--- src/rtl/owt_pkg.sv ---
// ----------------------------------------------------------------------------
// owt_pkg
// Types, codes and command plans shared by the one-wire temperature master.
// ----------------------------------------------------------------------------
package owt_pkg;

	localparam int REG_WIDTH = 16;
	localparam int NUM_REGS  = 7;

	localparam logic [1:0] OP_TICK   = 2'd0;
	localparam logic [1:0] OP_READ   = 2'd1;
	localparam logic [1:0] OP_CONFIG = 2'd2;

	localparam logic [7:0] CMD_SKIP_ROM  = 8'hCC;
	localparam logic [7:0] CMD_CONVERT   = 8'h44;
	localparam logic [7:0] CMD_READ_PAD  = 8'hBE;
	localparam logic [7:0] CMD_WRITE_PAD = 8'h4E;
	localparam logic [7:0] CFG_TH        = 8'h20;
	localparam logic [7:0] CFG_TL        = 8'h00;
	localparam logic [7:0] CFG_RES       = 8'h7F;

	localparam logic [3:0] READ_STEPS   = 4'd9;
	localparam logic [3:0] CONFIG_STEPS = 4'd7;
	localparam logic [3:0] READ_LOW_STEP = 4'd6;

	typedef enum logic [2:0] {
		REG_RESET_LOW     = 3'd0,
		REG_PRESENCE_WAIT = 3'd1,
		REG_RESET_TAIL    = 3'd2,
		REG_SLOT_LOW      = 3'd3,
		REG_WRITE_HOLD    = 3'd4,
		REG_READ_SAMPLE   = 3'd5,
		REG_SLOT_TAIL     = 3'd6
	} reg_index_t;

	typedef enum logic [3:0] {
		PH_IDLE     = 4'd0,
		PH_RST_LOW  = 4'd1,
		PH_RST_WAIT = 4'd2,
		PH_RST_TAIL = 4'd3,
		PH_W_LOW    = 4'd4,
		PH_W_HOLD   = 4'd5,
		PH_R_LOW    = 4'd6,
		PH_R_WAIT   = 4'd7,
		PH_R_TAIL   = 4'd8
	} phase_t;

	typedef enum logic [1:0] {
		STEP_BYTE  = 2'd0,
		STEP_RESET = 2'd1,
		STEP_READ  = 2'd2
	} step_kind_t;

	typedef struct packed {
		step_kind_t  kind;
		logic [7:0]  value;
	} step_t;

	typedef struct packed {
		logic [REG_WIDTH-1:0] reset_low;
		logic [REG_WIDTH-1:0] presence_wait;
		logic [REG_WIDTH-1:0] reset_tail;
		logic [REG_WIDTH-1:0] slot_low;
		logic [REG_WIDTH-1:0] write_hold;
		logic [REG_WIDTH-1:0] read_sample;
		logic [REG_WIDTH-1:0] slot_tail;
	} regs_t;

	typedef struct packed {
		logic [1:0] operation;
		logic       line_level;
	} in_word_t;

	typedef struct packed {
		logic        drive_low;
		logic        busy_res;
		logic        done_res;
		logic [15:0] temperature_raw;
		logic        presence_fault;
	} out_word_t;

	typedef struct packed {
		logic [2:0]           index;
		logic [REG_WIDTH-1:0] wdata;
	} cfg_word_t;

	function automatic logic [3:0] plan_count(input logic kind);
		return kind ? CONFIG_STEPS : READ_STEPS;
	endfunction

	function automatic step_t plan_step(input logic kind, input logic [3:0] idx);
		step_t s;
		s = '{kind: STEP_RESET, value: 8'h00};
		if (!kind) begin
			case (idx)
				4'd1, 4'd4: s = '{kind: STEP_BYTE, value: CMD_SKIP_ROM};
				4'd2:       s = '{kind: STEP_BYTE, value: CMD_CONVERT};
				4'd5:       s = '{kind: STEP_BYTE, value: CMD_READ_PAD};
				4'd6, 4'd7: s = '{kind: STEP_READ, value: 8'h00};
				default:    s = '{kind: STEP_RESET, value: 8'h00};
			endcase
		end else begin
			case (idx)
				4'd1:    s = '{kind: STEP_BYTE, value: CMD_SKIP_ROM};
				4'd2:    s = '{kind: STEP_BYTE, value: CMD_WRITE_PAD};
				4'd3:    s = '{kind: STEP_BYTE, value: CFG_TH};
				4'd4:    s = '{kind: STEP_BYTE, value: CFG_TL};
				4'd5:    s = '{kind: STEP_BYTE, value: CFG_RES};
				default: s = '{kind: STEP_RESET, value: 8'h00};
			endcase
		end
		return s;
	endfunction

endpackage

--- src/rtl/owt_timer.sv ---
// ----------------------------------------------------------------------------
// owt_timer
// Phase length select and end-of-phase compare for the bus sequencer.
// ----------------------------------------------------------------------------
module owt_timer
	import owt_pkg::*;
#(
	parameter int TICK_COUNT_WIDTH = 16
) (
	input  phase_t                      phase,
	input  regs_t                       regs,
	input  logic [TICK_COUNT_WIDTH-1:0] tick_count,
	output logic                        last
);

	localparam int LW = ((TICK_COUNT_WIDTH > REG_WIDTH) ? TICK_COUNT_WIDTH : REG_WIDTH) + 1;

	logic [REG_WIDTH-1:0] n;
	logic [LW-1:0]        n_ext;
	logic [LW-1:0]        cap;
	logic [LW-1:0]        len;
	logic [LW-1:0]        tc_plus;

	always_comb begin
		unique case (phase) inside
			PH_RST_LOW:         n = regs.reset_low;
			PH_RST_WAIT:        n = regs.presence_wait;
			PH_RST_TAIL:        n = regs.reset_tail;
			PH_W_LOW, PH_R_LOW: n = regs.slot_low;
			PH_W_HOLD:          n = regs.write_hold;
			PH_R_WAIT:          n = regs.read_sample;
			default:            n = regs.slot_tail;
		endcase
	end

	assign n_ext   = LW'(n);
	assign cap     = LW'(1) << TICK_COUNT_WIDTH;
	assign tc_plus = LW'(tick_count) + LW'(1);

	always_comb begin
		if (n_ext > cap)
			len = cap;
		else if (n_ext == '0)
			len = LW'(1);
		else
			len = n_ext;
	end

	assign last = (tc_plus >= len);

endmodule

--- src/rtl/owt_seq.sv ---
// ----------------------------------------------------------------------------
// owt_seq
// Bus sequencer: one tick per advance, runs reset, write and read slots.
// ----------------------------------------------------------------------------
module owt_seq
	import owt_pkg::*;
#(
	parameter int TICK_COUNT_WIDTH = 16
) (
	input  logic      clk,
	input  logic      arst_n,
	input  logic      advance,
	input  in_word_t  tick,
	input  regs_t     regs,
	output out_word_t result
);

	phase_t                      phase_q, phase_a, phase_n;
	logic [TICK_COUNT_WIDTH-1:0] tc_q, tc_a, tc_n;
	logic [3:0]                  step_q, step_a, step_n;
	logic [2:0]                  bit_q, bit_a, bit_n;
	logic [7:0]                  sb_q, sb_n;
	logic                        kind_q, kind_a, kind_n;
	logic [15:0]                 temp_q, temp_n;
	logic                        fault_q, fault_n;
	logic                        done_n;
	logic                        start;
	logic                        last;
	logic [3:0]                  nxt_idx;
	step_t                       nxt_step;
	logic                        nxt_end;

	assign start   = (phase_q == PH_IDLE) &&
	                 ((tick.operation == OP_READ) || (tick.operation == OP_CONFIG));
	assign phase_a = start ? PH_RST_LOW : phase_q;
	assign tc_a    = start ? '0 : tc_q;
	assign step_a  = start ? 4'd0 : step_q;
	assign bit_a   = start ? 3'd0 : bit_q;
	assign kind_a  = start ? (tick.operation == OP_CONFIG) : kind_q;

	assign nxt_idx  = step_a + 4'd1;
	assign nxt_step = plan_step(kind_a, nxt_idx);
	assign nxt_end  = (nxt_idx >= plan_count(kind_a));

	owt_timer #(
		.TICK_COUNT_WIDTH(TICK_COUNT_WIDTH)
	) u_timer (
		.phase      (phase_a),
		.regs       (regs),
		.tick_count (tc_a),
		.last       (last)
	);

	always_comb begin
		logic go_next;
		go_next = 1'b0;
		phase_n = phase_a;
		tc_n    = tc_a;
		step_n  = step_a;
		bit_n   = bit_a;
		sb_n    = sb_q;
		kind_n  = kind_a;
		temp_n  = temp_q;
		fault_n = fault_q;
		done_n  = 1'b0;
		if (phase_a != PH_IDLE) begin
			if (!last) begin
				tc_n = tc_a + TICK_COUNT_WIDTH'(1);
			end else begin
				tc_n = '0;
				unique case (phase_a) inside
					PH_RST_LOW: phase_n = PH_RST_WAIT;
					PH_RST_WAIT: begin
						fault_n = tick.line_level;
						phase_n = PH_RST_TAIL;
					end
					PH_RST_TAIL: go_next = 1'b1;
					PH_W_LOW: phase_n = PH_W_HOLD;
					PH_W_HOLD: begin
						sb_n = {1'b0, sb_q[7:1]};
						if (bit_a == 3'd7) begin
							go_next = 1'b1;
						end else begin
							bit_n   = bit_a + 3'd1;
							phase_n = PH_W_LOW;
						end
					end
					PH_R_LOW: phase_n = PH_R_WAIT;
					PH_R_WAIT: begin
						sb_n    = {tick.line_level, sb_q[7:1]};
						phase_n = PH_R_TAIL;
					end
					default: begin
						if (bit_a == 3'd7) begin
							if (step_a == READ_LOW_STEP)
								temp_n = {temp_q[15:8], sb_q};
							else
								temp_n = {sb_q, temp_q[7:0]};
							go_next = 1'b1;
						end else begin
							bit_n   = bit_a + 3'd1;
							phase_n = PH_R_LOW;
						end
					end
				endcase
				if (go_next) begin
					if (nxt_end) begin
						phase_n = PH_IDLE;
						step_n  = 4'd0;
						done_n  = 1'b1;
					end else begin
						step_n = nxt_idx;
						bit_n  = 3'd0;
						case (nxt_step.kind)
							STEP_RESET: phase_n = PH_RST_LOW;
							STEP_READ: begin
								sb_n    = 8'h00;
								phase_n = PH_R_LOW;
							end
							default: begin
								sb_n    = nxt_step.value;
								phase_n = PH_W_LOW;
							end
						endcase
					end
				end
			end
		end
	end

	always_comb begin
		result = '0;
		result.busy_res        = (phase_a != PH_IDLE);
		result.done_res        = done_n;
		result.temperature_raw = temp_n;
		result.presence_fault  = fault_n;
		unique case (phase_a) inside
			PH_RST_LOW, PH_W_LOW, PH_R_LOW: result.drive_low = 1'b1;
			PH_W_HOLD:                      result.drive_low = ~sb_q[0];
			default:                        result.drive_low = 1'b0;
		endcase
	end

	always_ff @(posedge clk or negedge arst_n) begin
		if (!arst_n) begin
			phase_q <= PH_IDLE;
			tc_q    <= '0;
			step_q  <= 4'd0;
			bit_q   <= 3'd0;
			sb_q    <= 8'h00;
			kind_q  <= 1'b0;
			temp_q  <= 16'h0000;
			fault_q <= 1'b0;
		end else if (advance) begin
			phase_q <= phase_n;
			tc_q    <= tc_n;
			step_q  <= step_n;
			bit_q   <= bit_n;
			sb_q    <= sb_n;
			kind_q  <= kind_n;
			temp_q  <= temp_n;
			fault_q <= fault_n;
		end
	end

endmodule

--- config.mk ---
export PLATFORM = sky130hd
export DESIGN_NAME = owt_seq
export DESIGN_NICKNAME = d
export VERILOG_FILES = /design/src/rtl/owt_pkg.sv /design/src/rtl/owt_timer.sv /design/src/rtl/owt_seq.sv
export SDC_FILE = /design/constraint.sdc
export NUM_CORES = 1
export LEC_CHECK = 0
export BUFFER_PORTS_ARGS = -buffer_cell sky130_fd_sc_hd__buf_2
export CAP_MARGIN = 30
export CORE_MARGIN = 1.5
export CORE_UTILIZATION = 23
export CTS_CLUSTER_SIZE = 24
export DETAILED_ROUTE_END_ITERATION = 8
export PLACE_DENSITY = 0.46
export SLEW_MARGIN = 20
export SYNTH_ARGS = -nofsm -noshare
export SYNTH_HDL_FRONTEND = slang
export SYNTH_SLANG_ARGS = --single-unit
--- constraint.sdc ---
create_clock -name clk -period 11 [get_ports clk]
set_input_delay 1.65 -clock clk [delete_from_list [all_inputs] [get_ports clk]]
set_output_delay 1.65 -clock clk [all_outputs]
set_load 0.05 [all_outputs]
==> results by stage <==
Run status:
- The run finished with clean final reports.

STA:
- The hold violation total from the final report was 0.
- The post-layout minimum cycle time is 8.503 ns.
- After layout, the worst path uses 77.30% of the clock period.
- The maximum clock frequency is 117.6 MHz.
- The setup-violating endpoint count in the final report is 0.
- The tightest slew margin relative to the limit is 45.31%.
- The clock arrives with 0.01284 ns of skew.
- The final count of pins violating max slew came to 0.
- Setup repair after global routing left no endpoint under its margin.
- The final sum of negative setup slack is 0 ns.
- At the pin with the least slew margin, the transition time is 0.8203 ns.
- The tightest hold margin is 0.4936 ns.

Setup path:
- The largest fanout on the critical path is 29.
- The signal arrival time at the worst endpoint is 6.85 ns.
- The data required time of the worst path is 9.35 ns.
- The critical path in this run is classified as in2out.
- STA classifies the critical path endpoint as an output pin.
- The worst setup path is launched from an input port.

Global routing:
- The fraction of met3 tracks used by global routing is 1.866%.
- The wire length of the first global-routing pass is 23430 um.
- Global routing consumed, on the met2 layer, 22.32% of the routing resources.
- The maximum number of pins on one net before global-route repair is 54.
- The initial antenna violation count came to 0.
- In the global route stage, overall resource usage came out at 14.33%.
- The busiest layer in global routing is met2.
- Global routing used 21.07% of the available met1 tracks.
- The overall overflow remaining after global route is 0.
- The number of global-route vias before repair is 4287.

Synth:
- The cell type with the largest total area after synthesis is dfrtp_1.
- In this run the biggest area consumer among cell types represents 29.20% of the synthesized area.
- Sequential elements use 29.20% of the synthesized area.
- The netlist area before placement is 4542 um^2.
- The number of standard cells after synthesis is 546.
- After synthesis, the cell types taking the most area are dfrtp_1 29%, ha_1 8.0%, nand2_1 6.4%, mux2_2 5.5%, a222oi_1 3.5%.
- The Yosys step of the flow raised 0 warnings.
- The per-instance average area after synthesis is 8.318 um^2.
- The share of synthesized flip-flops with an asynchronous set or reset is 100.0%.
- The number of register bits inferred by synthesis is 53.
- The most frequently used flop master after synthesis is dfrtp_1.
- The number of different library cells used by synthesis comes to 74.
- The post-synth net total is 693.
- The number of enable flip-flop cells after synthesis is 0.

Power and ir drop:
- The leakage power figure is 2.636 nW.
- Across the VDD grid, the largest voltage drop is 62.34 uV.
- The fraction of power consumed by sequential logic is 23.8%.
- The clock network accounts for 16.0% of the total power.
- The cell area power density is 203.7 nW/um^2.
- The overall power consumption is 0.001160 W.
- The power spent charging and discharging nets is 0.0005525 W.
- Net switching is 47.64% of the power.
- The share of total power dissipated in combinational logic is 60.3%.
- The internal power summed over all cells is 0.0006072 W.

Routing:
- The average routed wire per standard cell is 16.44 um.
- In the routed layout, each cell is associated on average with a via count of 5.044.
- The remaining antenna violation count after routing is 0.
- The final routed wirelength across all metal layers is 15370 um.
- For this block, the initial DRC count from the detailed router was 426.
- The number of detailed-route iterations in the first pass is 6.
- The DRC violation count after routing is 0.
- The via count of the routed design is 4716.

Clock tree:
- The number of setup buffers added after CTS is 0.
- TritonCTS built the clock tree.
- The longest clock path from root to sink contains 2 buffers.
- The clock tree synthesis step divided the H-tree into 2 levels.
- Buffers inserted to repair hold after CTS numbered 0.
- The clock latency on the worst-skew pair is 0.30 ns.
- The number of clock buffers added by TritonCTS is 5.
- The number of clock sinks is 53.
- After clock tree synthesis, the repair step resized 0 gates.
- Clock tree synthesis selected as its root buffer the cell clkbuf_16.
- The clock-pin slew on the worst setup and hold paths is 0.08 ns.

Placement:
- The placer congestion estimate is 0.7769.
- Detailed placement ended at an HPWL of 11980 um.
- During placement, the flow inserted port buffers numbering 137.

Floorplanning:
- The vertical die dimension is 143.5 um.
- In this run the horizontal extent of the chip is 143.5 um.
- The die covers 20600 um^2.
- The floorplan has 51 rows.
- For this design the top-level I/O count stands at 138.
- The effective utilization at floorplan is 23.41%.
- The total area inside the core boundary comes to 19400 um^2.

Final layout:
- The repair_antennas step left the layout with diodes totalling 0.
- Cells with a size suffix above 1 make up 30.00% of the layout.
- The final design utilization is 29.34%.
- Relative to the synthesized area, the layout overhead comes to 25.32%.
- Counting the fill cells in the layout gives 2146.
- The final layout contains 816 nets.

Hold path:
- The tightest min-delay check is of the reg2reg type.

Job:
- The max-cap violation count is 0.
[critical path, stage by stage]
cell and delay, ns:
buf_2 0.08, inv_1 0.03, ha_1 0.59, or2_0 0.71, and2_1 0.30, ha_1 0.22
nand3_1 0.10, nor3b_2 0.33, nand3_1 0.13, xor2_1 0.20, nor2_1 0.07, ha_1 0.33
nand2_1 0.06, o21ai_0 0.23, o21bai_1 0.15, o311a_1 0.32, or2_2 0.57, nand2_1 0.15
nor3_1 0.29, buf_2 0.32
[power by group through the flow]
stage | clock (W) | sequential [W] | combinational [W]
3_3_place_gp | 0 | 0.000279 | 0.000702
2_1_floorplan | 0 | 0.000253 | 0.000513
3_5_place_dp | 0 | 0.000278 | 0.000691
4_1_cts | 0.000190 | 0.000275 | 0.000696
6_report | 0.000185 | 0.000276 | 0.000699
5_1_grt | 0.000197 | 0.000282 | 0.000777
[path summary, 6_finish.rpt]
| kind | from | endpoint | slack (ns) | depth (start not counted) |
|---|---|---|---|---|
| setup / recovery | tick[1] | result[17] | 2.50 | 20 |
| hold / removal | bit_q[1] | bit_q[1] | 0.49 | 2 |
| setup reg to reg | phase_q[3] | temp_q[10] | 5.28 | 16 |
| hold reg to reg | bit_q[1] | bit_q[1] | 0.49 | 2 |
| max in group asynchronous | arst_n | tc_q[3] | 9.04 | 2 |
| min in group asynchronous | arst_n | temp_q[11] | 1.48 | 2 |
[state kept, by name, summed over array words and instances (netlist names)]
name     cells
bit_q        3
fault_q      1
kind_q       1
phase_q      4
sb_q         8
step_q       4
tc_q        16
temp_q      16
[layer usage]
metal  wire length [um]  share of wire [%]
met3                642                4.2
met4                189                1.2
met2               7203                 47
met5                  0                  0
met1               7336                 48
[cells by family after synthesis]
group	count (synthesis)	synth area share, %
AND/OR/NAND/NOR	200	21.76
AO/OA/AOI/OAI	168	27.25
buffers and inverters	58	5.234
flip-flops	53	29.20
adder cells (fa/ha/maj)	29	7.989
multiplexers	23	5.675
XOR/XNOR	15	2.893
[cell type report]
cell class              instances  area [um^2]  share of cell area (%)
repair buffers                148        768.2                   13.50
well taps                     265        331.6                   5.825
flip-flops and latches         53         1326                   23.30
clock inverters                 2        38.79                  0.6815
inverters                      26        97.59                   1.715
clock buffers                   6        128.9                   2.264
multi-input cells             435         3000                   52.71
[cell usage in the layout, fill, tap and decap left out, types with 5 or more instances in the layout]
cell type / instances
o22ai_1: 9
nand2_1: 77
buf_4: 11
and2_1: 5
o41ai_1: 10
a21oi_1: 27
o21ai_0: 30
nor3_1: 5
dfrtp_1: 53
nand4_1: 7
mux2_2: 22
buf_2: 137
and3_1: 8
xor2_1: 9
a222oi_1: 16
xnor2_1: 6
nor2_1: 30
clkbuf_16: 5
a31oi_1: 5
a22oi_1: 17
a21o_1: 5
or2_2: 6
nand3_1: 29
inv_1: 25
ha_1: 29
[cell usage after synthesis (10+ instances only)]
cell type / count
nand2_1: 77
dfrtp_1: 53
nor2_1: 30
o21ai_0: 30
ha_1: 29
nand3_1: 29
a21oi_1: 27
inv_1: 25
mux2_2: 22
clkbuf_1: 19
a22oi_1: 17
a222oi_1: 16
o41ai_1: 10
[per-stage QoR]
step	area (um^2)	setup WS [ns]	cells
final	5692	2.497	935
after global routing	5692	1.970	935
after CTS	5692	2.483	935
after detailed placement	5524	2.494	927
after global placement	5517	2.666	926
after floorplan	4542	3.142	546
Power figures use the tool's default switching activity.
